===== config.mk =====
export PLATFORM = sky130hd
export DESIGN_NAME = integer_to_ascii_radix_core
export DESIGN_NICKNAME = d
export VERILOG_FILES = /design/src/hw/rtl/i2a_pkg.sv /design/src/hw/rtl/integer_to_ascii_radix_core.sv
export SDC_FILE = /design/constraint.sdc
export NUM_CORES = 1
export LEC_CHECK = 0
export CORE_AREA = 2 2 105 107
export DETAILED_ROUTE_END_ITERATION = 7
export DIE_AREA = 0 0 107 109
export DONT_BUFFER_PORTS = 1
export PLACE_DENSITY = 0.86
export SETUP_SLACK_MARGIN = 0.2
export SLEW_MARGIN = 10
export SYNTH_ARGS = -nofsm -noshare
export SYNTH_HDL_FRONTEND = slang
export SYNTH_SLANG_ARGS = --single-unit

===== constraint.sdc =====
create_clock -name clk -period 3.95 [get_ports clk]
set_input_delay 0.1975 -clock clk [delete_from_list [all_inputs] [get_ports clk]]
set_output_delay 0.1975 -clock clk [all_outputs]
set_load 0.005 [all_outputs]

===== src/hw/rtl/i2a_pkg.sv =====
// Shared types and constants for the integer to ASCII radix converter.
package i2a_pkg;

    typedef enum logic [1:0] {
        REQ_DEC = 2'd0,
        REQ_OCT = 2'd1,
        REQ_BIN = 2'd2,
        REQ_RSV = 2'd3
    } req_type_t;

    typedef enum logic [1:0] {
        ST_IDLE = 2'd0,
        ST_CONV = 2'd1,
        ST_SIGN = 2'd2,
        ST_EMIT = 2'd3
    } state_t;

    localparam logic [5:0] ASCII_ZERO  = 6'd48;
    localparam logic [5:0] ASCII_ONE   = 6'd49;
    localparam logic [5:0] ASCII_MINUS = 6'd45;

endpackage


===== src/hw/rtl/integer_to_ascii_radix_core.sv =====
// Top level of the integer to ASCII radix converter.
//
// Input channel (s_*): one item holds a signed VALUE_WIDTH-bit value in s_tdata
// and the request kind in s_tuser (decimal, octal, binary; the reserved code
// acts as decimal). Output channel (m_*): one ASCII character per item in
// m_tdata, most significant first, no leading zeros, m_tlast on the final one.
// A negative value opens with '-' in decimal and with '1' in octal or binary.
// One number is converted at a time; s_tready is high only while idle.
// Decimal runs a bit-serial double-dabble pass over the magnitude register
// (3*ceil(VALUE_WIDTH/3) bits, 33 at the default width), one bit per cycle,
// then walks the BCD digits one per cycle while the receiver is not stalling.
// Octal and binary walk the magnitude one digit per cycle while the receiver
// is not stalling; a negative value adds a sign character before the digits.
// Leading zero digits are stepped past without presenting a character.
// A stalled receiver holds the current character and freezes the walk.
// Reset returns the block to idle and drops any number in progress.
module integer_to_ascii_radix_core #(
    parameter int VALUE_WIDTH = 32
) (
    input  logic                                   clk,
    input  logic                                   rst_n,
    input  logic                                   s_tvalid,
    output logic                                   s_tready,
    // [VALUE_WIDTH-1:0] value, zero fill to whole bytes
    input  logic [((VALUE_WIDTH + 7) / 8) * 8-1:0] s_tdata,
    // [1:0] req_type
    input  logic [1:0]                             s_tuser,
    output logic                                   m_tvalid,
    input  logic                                   m_tready,
    // [5:0] char_out, [7:6] zero
    output logic [7:0]                             m_tdata,
    output logic                                   m_tlast
);

    localparam int OW = ((VALUE_WIDTH + 2) / 3) * 3;
    localparam int ND = (VALUE_WIDTH * 302) / 1000 + 1;
    localparam int BW = ND * 4;
    localparam int CW = $clog2(OW + 1);

    i2a_pkg::state_t   state_reg, state_next;
    logic [1:0]        mode_reg, mode_next;
    logic              neg_reg, neg_next;
    logic              started_reg, started_next;
    logic [CW-1:0]     cnt_reg, cnt_next;
    logic [OW-1:0]     mag_reg, mag_next;
    logic [BW-1:0]     bcd_reg, bcd_next;

    logic [VALUE_WIDTH-1:0] value_in;
    logic [VALUE_WIDTH-1:0] abs_in;
    logic [BW-1:0]     bcd_adj;
    logic              is_dec, is_oct, in_dec;
    logic [3:0]        digit;
    logic              skip;
    logic              accept;
    logic              advance;
    logic [5:0]        char_out;

    assign value_in = s_tdata[VALUE_WIDTH-1:0];
    assign abs_in   = value_in[VALUE_WIDTH-1] ? (~value_in + VALUE_WIDTH'(1)) : value_in;
    assign is_oct   = (mode_reg == i2a_pkg::REQ_OCT);
    assign is_dec   = (mode_reg == i2a_pkg::REQ_DEC) || (mode_reg == i2a_pkg::REQ_RSV);
    assign in_dec   = (s_tuser == i2a_pkg::REQ_DEC) || (s_tuser == i2a_pkg::REQ_RSV);

    always_comb
    begin
        bcd_adj = bcd_reg;
        for (int i = 0; i < ND; i++)
        begin
            if (bcd_reg[i*4 +: 4] >= 4'd5)
            begin
                bcd_adj[i*4 +: 4] = bcd_reg[i*4 +: 4] + 4'd3;
            end
        end
    end

    always_comb
    begin
        if (is_dec)
        begin
            digit = bcd_reg[BW-1 -: 4];
        end
        else if (is_oct)
        begin
            digit = {1'b0, mag_reg[OW-1 -: 3]};
        end
        else
        begin
            digit = {3'b000, mag_reg[OW-1]};
        end
    end

    assign skip    = !started_reg && (digit == 4'd0) && (cnt_reg != CW'(1));
    assign accept  = s_tvalid && s_tready;
    assign advance = (state_reg == i2a_pkg::ST_EMIT) && (skip || m_tready);

    // Next state
    always_comb
    begin
        state_next = state_reg;
        case (state_reg)
            i2a_pkg::ST_IDLE:
            begin
                if (accept)
                begin
                    if (in_dec)
                    begin
                        state_next = i2a_pkg::ST_CONV;
                    end
                    else if (value_in[VALUE_WIDTH-1])
                    begin
                        state_next = i2a_pkg::ST_SIGN;
                    end
                    else
                    begin
                        state_next = i2a_pkg::ST_EMIT;
                    end
                end
            end
            i2a_pkg::ST_CONV:
            begin
                if (cnt_reg == CW'(1))
                begin
                    state_next = neg_reg ? i2a_pkg::ST_SIGN : i2a_pkg::ST_EMIT;
                end
            end
            i2a_pkg::ST_SIGN:
            begin
                if (m_tready)
                begin
                    state_next = i2a_pkg::ST_EMIT;
                end
            end
            i2a_pkg::ST_EMIT:
            begin
                if (advance && (cnt_reg == CW'(1)))
                begin
                    state_next = i2a_pkg::ST_IDLE;
                end
            end
            default:
            begin
                state_next = i2a_pkg::ST_IDLE;
            end
        endcase
    end

    // Outputs
    always_comb
    begin
        s_tready = 1'b0;
        m_tvalid = 1'b0;
        m_tlast  = 1'b0;
        char_out = i2a_pkg::ASCII_ZERO + {2'b00, digit};
        case (state_reg)
            i2a_pkg::ST_IDLE:
            begin
                s_tready = 1'b1;
            end
            i2a_pkg::ST_SIGN:
            begin
                m_tvalid = 1'b1;
                char_out = is_dec ? i2a_pkg::ASCII_MINUS : i2a_pkg::ASCII_ONE;
            end
            i2a_pkg::ST_EMIT:
            begin
                m_tvalid = !skip;
                m_tlast  = (cnt_reg == CW'(1));
            end
            default:
            begin
                s_tready = 1'b0;
            end
        endcase
    end

    assign m_tdata = {2'b00, char_out};

    // Datapath and counters
    always_comb
    begin
        mode_next    = mode_reg;
        neg_next     = neg_reg;
        started_next = started_reg;
        cnt_next     = cnt_reg;
        mag_next     = mag_reg;
        bcd_next     = bcd_reg;
        case (state_reg)
            i2a_pkg::ST_IDLE:
            begin
                if (accept)
                begin
                    mode_next    = s_tuser;
                    neg_next     = value_in[VALUE_WIDTH-1];
                    started_next = 1'b0;
                    mag_next     = OW'(abs_in);
                    bcd_next     = '0;
                    cnt_next     = (s_tuser == i2a_pkg::REQ_OCT) ? CW'(OW / 3) : CW'(OW);
                end
            end
            i2a_pkg::ST_CONV:
            begin
                bcd_next = {bcd_adj[BW-2:0], mag_reg[OW-1]};
                mag_next = {mag_reg[OW-2:0], 1'b0};
                cnt_next = (cnt_reg == CW'(1)) ? CW'(ND) : cnt_reg - CW'(1);
            end
            i2a_pkg::ST_EMIT:
            begin
                if (advance)
                begin
                    cnt_next     = cnt_reg - CW'(1);
                    started_next = started_reg || !skip;
                    if (is_dec)
                    begin
                        bcd_next = {bcd_reg[BW-5:0], 4'b0000};
                    end
                    else if (is_oct)
                    begin
                        mag_next = {mag_reg[OW-4:0], 3'b000};
                    end
                    else
                    begin
                        mag_next = {mag_reg[OW-2:0], 1'b0};
                    end
                end
            end
            default:
            begin
                cnt_next = cnt_reg;
            end
        endcase
    end

    always_ff @(posedge clk or negedge rst_n)
    begin
        if (!rst_n)
        begin
            state_reg   <= i2a_pkg::ST_IDLE;
            mode_reg    <= i2a_pkg::REQ_DEC;
            neg_reg     <= 1'b0;
            started_reg <= 1'b0;
            cnt_reg     <= '0;
        end
        else
        begin
            state_reg   <= state_next;
            mode_reg    <= mode_next;
            neg_reg     <= neg_next;
            started_reg <= started_next;
            cnt_reg     <= cnt_next;
        end
    end

    always_ff @(posedge clk)
    begin
        mag_reg <= mag_next;
        bcd_reg <= bcd_next;
    end

`ifndef SYNTHESIS
    a_no_overlap: assert property (@(posedge clk) disable iff (!rst_n)
        !(s_tready && m_tvalid))
        else $error("input taken while a character is pending");

    a_busy_after_accept: assert property (@(posedge clk) disable iff (!rst_n)
        s_tvalid && s_tready |=> !s_tready)
        else $error("block still ready after taking an item");

    a_idle_after_last: assert property (@(posedge clk) disable iff (!rst_n)
        m_tvalid && m_tready && m_tlast |=> s_tready)
        else $error("block not idle after final character");

    a_emit_count: assert property (@(posedge clk) disable iff (!rst_n)
        state_reg == i2a_pkg::ST_EMIT |-> cnt_reg != '0)
        else $error("digit walk ran past its count");

    a_bcd_digit: assert property (@(posedge clk) disable iff (!rst_n)
        state_reg == i2a_pkg::ST_EMIT && is_dec |-> bcd_reg[BW-1 -: 4] <= 4'd9)
        else $error("decimal digit out of range");
`endif

endmodule


==> metrics, run 1 <==
synthesized cell area 6057 sq um; Least-Margin Pin Slew 1222 ps; Largest register FFs 40; Yosys top cell area share 0.3619; P&R area growth vs syn 5.867%; Min-Delay Path Class input pin to flop; Seq/Total Area, Yosys 0.4115; Fmax roughly 320 MHz; R2R cell count 9; worst path cell trace inv_1 > ha_1 > buf_4 > mux2_2 > mux2i_1 > a41oi_1 > or2_2 > a21oi_4 > buf_4; layout cells sized above 1 0.08160; pin count of the biggest net entering global routing 42; Crit path required time 3960 ps; Post-CTS Resized 0; input/output buffers 0; highest fanout seen on the critical path 40; Maximum Capacitance Violations 0; worst reg-to-reg setup slack between 800 and 900 ps; Final Critical Period 3091 ps; antenna cell count 0; Max stage delay on crit path 450 ps; post-route ant nets 0; wire per inst roughly 19 microns; pwr dens 958.8 nW/um^2; Finished Layout Cells around 770; initial antenna violation count 0; RR Startpoint mode_reg[1]; Clock Skew 10.46 ps; top cells by count, synth edfxtp_1, nand2_1, o21ai_0; status complete, no violations; deepest clock path buffer count 2; site row count 38; clock sink count 85; total wire length 14450 microns; Initial DRC Count between 400 and 500; cell total after placement 746; initial core utilization 0.5713; num ports 49; Mapped Avg Cell Area 9.614 sq um; Fillers 850; Post-synth ARST share 0.1412; RSZ-0062 raised after global routing no; FF-to-FF End bcd_reg[25]; Die X-Extent around 110 microns; Core ar. roughly 11000 sq um; vias approximately 5000; simple-gate share of the synthesized area 0.1727; Post CTS Setup Buffer Count 0; Synth Area in Compound Gates 0.2016; count of pins over their slew limit 0; cell mode on critical path buf_4; Worst Setup End Kind flop; EDFF count, synth 73; XOR/XNOR Fraction of Synth Area 0.03615; peak supply drop 0.4829 mV; Synth Instances between 600 and 700; Setup Viol. Count Final 0; Synth Register Bits between 80 and 90; ys flop type edfxtp_1; Unique masters post-synth 64; DIE AREA 11660 sq um; Lkg Pwr 2.378 nW; hpwl dp 10160 microns; CTS Buf Count 9; RePlAce Congestion 0.8725; Via-to-Cell Ratio 6.490; vias in the first global route around 5000; mux contribution to synthesized area 0.06652; Final WS setup 858.7 ps; Worst Hold Launch s_tdata[16]; Skew-Pair Late Insertion Delay 370 ps; adder-cell share of the synthesized area 0.06197; Die H 109 microns; total global routing overflow 0; Synth warnings 0; router iterations before antenna repair 5; post-place setup slack between 800 and 900 ps; main combinational cell family by area after synthesis compound AO/OA/AOI/OAI gates; Root Driver clkbuf_8; Final period util 0.7826; drt drc 0; CTS tree done; gr usage total 0.2593; Total Nets Final just under 700; crit path kind flop to flop; Yosys top cell by area edfxtp_1; Worst-path clk slew 90 ps; Slowest-stage cell, CP or2_2; count leader, synth edfxtp_1; Worst Hold Endpoint mag_reg[16]; Post-Route Setup TNS 0 ps; crit path DAT roughly 3100 ps; startpoint types flop; Hold Crit Depth 2; H-tree depth 3; final hold violations 0; Slew HR 0.1768; ranking of synthesized cells by area edfxtp_1, ha_1, dfrtp_1; global-route wire length before repair 23850 microns
## what timing repair did
| item | 4_1_cts | 5_1_grt |
|---|---|---|
| endpoints found under the setup margin | 0 | 0 |
| endpoints found under the hold margin | 14 | 0 |
| hold buffers | 3 | 0 |
## cell families after synthesis
group                      Yosys count
other                                2
adders and majority gates           30
muxes                               39
buffers and inverters               70
and+or+nand+nor                    188
xor gates and xnor gates            25
DFF                                 85
AOI/OAI and AO/OA                  191
## worst max path at each step
stage	start	to	slack, ps	depth (start not counted)
3_5_place_dp	mode_reg[0]	bcd_reg[16]	880	7
4_1_cts	mode_reg[0]	bcd_reg[0]	860	7
5_1_grt	mode_reg[1]	bcd_reg[4]	640	9
3_3_place_gp	mode_reg[1]	bcd_reg[19]	1000	9
6_report	mode_reg[1]	bcd_reg[25]	860	9
2_1_floorplan	mode_reg[0]	bcd_reg[0]	610	7
## report_power, final
part,switching [W],internal [W]
clock,0.000328,0.000353
sequential,0.000440,0.00183
combinational,0.00200,0.00120
total,0.00276,0.00338
## worst max-delay path, delay by kind of cell (launching register included)
family                   cells  cell delay [ps]
AO/OA/AOI/OAI                2              380
adder cells (fa/ha/maj)      1              140
buffers and inverters        3              750
flip-flops                   1              380
multiplexers                 2              610
AND/OR/NAND/NOR              1              450
## cell type report
type | instances | area, sq um | area share
multi-input combinational | 476 | 3298 | 0.5143
inverter | 36 | 135.1 | 0.02107
tap | 140 | 175.2 | 0.02732
sequential | 85 | 2492 | 0.3887
timing repair buffer | 12 | 97.59 | 0.01522
clock buffer | 9 | 123.9 | 0.01932
clock inverter | 7 | 90.09 | 0.01405
## stage by stage
| step | instance area (sq um) | hold WS [ps] | total power (W) | util |
|---|---|---|---|---|
| 2_1_floorplan | 6068 | -98.09 | 0.004550 | - |
| 3_3_place_gp | 6168 | -97.86 | 0.005208 | 0.5818 |
| 3_5_place_dp | 6168 | -97.89 | 0.005429 | 0.5818 |
| 4_1_cts | 6412 | 12.28 | 0.006123 | 0.6048 |
| 5_1_grt | 6412 | 22.55 | 0.006604 | 0.6048 |
| 6_report | 6412 | 13.55 | 0.006148 | 0.6048 |
## layer usage
layer,global-route usage,vias up,routed length (microns),share of wire
met4,0.07607,0,261,0.018
li1,-,2338,-,-
met1,0.3198,2388,5840,0.40
met5,0,-,0,0
met3,0.05021,27,954,0.066
met2,0.4636,212,7392,0.51
## layout by cell type, fill, tap and decap left out, types with 8 or more instances in the layout
cell type and n:
a22oi_1 12, clkbuf_8 9, a21oi_1 38, edfxtp_1 73
o21ai_0 55, mux2i_1 29, mux2_2 10, nand2_1 64
ha_1 30, nor3_1 10, nor2b_1 12, nand2b_1 17
a22o_1 13, nor3b_1 8, inv_1 34, dfrtp_1 12
nor2_1 24, o22ai_1 12, buf_4 9, xnor2_1 12
o21ai_1 9, o221ai_1 11, xor2_1 13
Power figures use the tool's default switching activity.
==> run 2: changes to the inputs <==
- ABC_AREA: unset -> 1
- CORE_AREA: 2 2 105 107 -> 2 2 100 102
- DIE_AREA: 0 0 107 109 -> 0 0 102 104
- PLACE_DENSITY: 0.86 -> 0.9
- clock period: 3.95 -> 3 ns (I/O delays scaled with it)
==> run 2 against run 1 <==
Wire length shrank 2.8%. Power up 26%. Synthesized cell count up 23%. Sequential cell count unchanged. Count of clock-buffer cells in the layout increased by 3. Die area down 9.0%. Final area increased by 0.53%. Critical endpoint is now mag_reg[28]. Largest power group unchanged. Via count increased by 8.5%. Critical path depth is the same. Area after synthesis up 0.19%. Largest cell class unchanged. Sequential power rose by 22%.
==> metrics, run 2 <==
final hold violations 0; Worst-path clk slew 90 ps; Via-to-Cell Ratio approximately 6; Root Driver clkbuf_8; worst setup path endpoint mag_reg[28]; synthesized cell area around 6100 sq um; peak supply drop 0.6277 mV; Lkg Pwr 2.876 nW; RePlAce Congestion roughly 0.9; vias in the first global route 5232; vias 5388; Post-Route Setup TNS 0 ps; status complete, no violations; Slew HR 0.5955; total global routing overflow 0; Yosys top cell area share 0.3612; P&R area growth vs syn 6.227%; Initial DRC Count 362; Largest register FFs 40; worst hold slack 37.27 ps; Worst Setup End Kind flop; cell mode on critical path nand2_4; Fillers approximately 750; gr usage total 0.2779; initial core utilization 0.6355; Skew-Pair Late Insertion Delay roughly 370 ps; Synth Instances 774; Synth warnings 0; site row count 36; R2R cell count 9; Crit path required time 3030 ps; Final Critical Period 2507 ps; Core ar. between 9000 and 10000 sq um; wire per inst around 15 microns; deepest clock path buffer count 2; count leader, synth nand2_1; pwr dens 1197 nW/um^2; Min-Delay Path Class input pin to flop; FF-to-FF End mag_reg[28]; crit path kind flop to flop; DIE AREA 10610 sq um; Seq/Total Area, Yosys 0.4107; ranking of synthesized cells by area edfxtp_1, nand2_1, inv_1; antenna cell count 0; commonest non-fill, non-tap cell in the layout nand2_1; most frequent cells in the layout nand2_1, inv_1, nand3_1; Max stage delay on crit path between 400 and 500 ps; startpoint types flop; count of pins over their slew limit 0; ys flop type edfxtp_1; router iterations before antenna repair 7; global-route wire length before repair 23750 microns; crit path from mode_reg[0]; Yosys top cell by area edfxtp_1; worst path cell trace ha_1 > a21oi_1 > o21ai_0 > o21ai_1 > nand3b_4 > nand2_4 > nand2_4 > a21oi_4 > buf_4; highest fanout seen on the critical path 33; clock sink count 85; input/output buffers 0; pin count of the biggest net entering global routing 43; initial antenna violation count 0; EDFF count, synth 73; layout cells sized above 1 0.06692; Final WS setup 493.4 ps; RSZ-0062 raised after global routing no; CTS tree done; num ports 49; Total Nets Final 840; crit path DAT approximately 2500 ps; Final period util 0.8355; H-tree depth 3; Maximum Capacitance Violations 0; Clock Skew about 13 ps; hpwl dp 10290 microns; post-route ant nets 0; Die X-Extent 102 microns; Post-synth ARST share 0.1412; Synth Register Bits 85; Unique masters post-synth 44; Least-Margin Pin Slew 604.7 ps; CTS Buf Count 9; RR Startpoint mode_reg[0]; Mapped Avg Cell Area 7.840 sq um; worst reg-to-reg setup slack 490 ps; Power, Total roughly 0.0077 W; post-place setup slack between 500 and 600 ps; Post-CTS Resized 0; Die H 104 microns; total wire length around 14000 microns; Slowest-stage cell, CP ha_1; Setup Viol. Count Final 0; top cells by count, synth nand2_1, inv_1, nand3_1; drt drc 0; Fmax roughly 400 MHz; Worst Hold Launch s_tdata[17]
run 2: how the worst min path moves through the flow:
| stage | end | slack (ps) | cells past startpoint |
|---|---|---|---|
| 2_1_floorplan | cnt_reg[0] | -150 | 0 |
| 3_3_place_gp | state_reg[1] | -150 | 0 |
| 3_5_place_dp | state_reg[0] | -150 | 0 |
| 4_1_cts | mag_reg[17] | 30 | 2 |
| 5_1_grt | mag_reg[18] | 50 | 2 |
| 6_report | mag_reg[17] | 40 | 2 |
run 2: cells by family after synthesis:
kind of cell,Yosys count,share of synthesized area
buffers and inverters,155,0.1000
xor gates and xnor gates,11,0.01588
muxes,1,0.001856
AOI/OAI and AO/OA,161,0.1695
DFF,85,0.4107
other,2,0.001238
and+or+nand+nor,329,0.2390
adders and majority gates,30,0.06186
run 2: per-layer routing:
metal  vias up  global-route usage  wire length (microns)
li1       2604                   -                      -
met1      2499              0.3720                   5743
met2       253              0.4469                   6875
met3        32             0.04503                   1076
met4         0              0.1133                    350
met5         -                   0                      0
run 2: where the power goes:
group          leakage (nW)  total, W  switching (W)  internal, W
combinational          1.91   0.00407        0.00274      0.00133
sequential            0.862   0.00277       0.000420      0.00235
clock                 0.101  0.000885       0.000416     0.000469
run 2: worst max-delay path: cells and delay by family (launching register included):
kind | cells | cell delay (ps)
flops | 1 | 410
compound gates | 4 | 560
fa+ha+maj | 1 | 430
buf+inv | 1 | 390
simple gates | 3 | 370
run 2: final cells by class:
cell class	instances	area, sq um	area share
Tap cell	133	166.4	0.02582
Sequential cell	85	2492	0.3866
Clock inverter	4	72.57	0.01126
Multi-Input combinational cell	535	2995	0.4647
Inverter	132	496.7	0.07706
Clock buffer	12	135.1	0.02096
Timing Repair Buffer	9	87.58	0.01359
run 2: what timing repair did:
action | in CTS | in global routing
buffers inserted | 0 | 0
hold buffers | 3 | 0
hold endpoints to repair | 14 | 0
run 2: per-stage QoR:
step                      cell area (sq um)  instances    util
after floorplan                        6087        775       -
after global placement                 6208        891  0.6502
after detailed placement               6208        891  0.6502
after CTS                              6446        910  0.6751
after global routing                   6446        910  0.6751
final                                  6446        910  0.6751
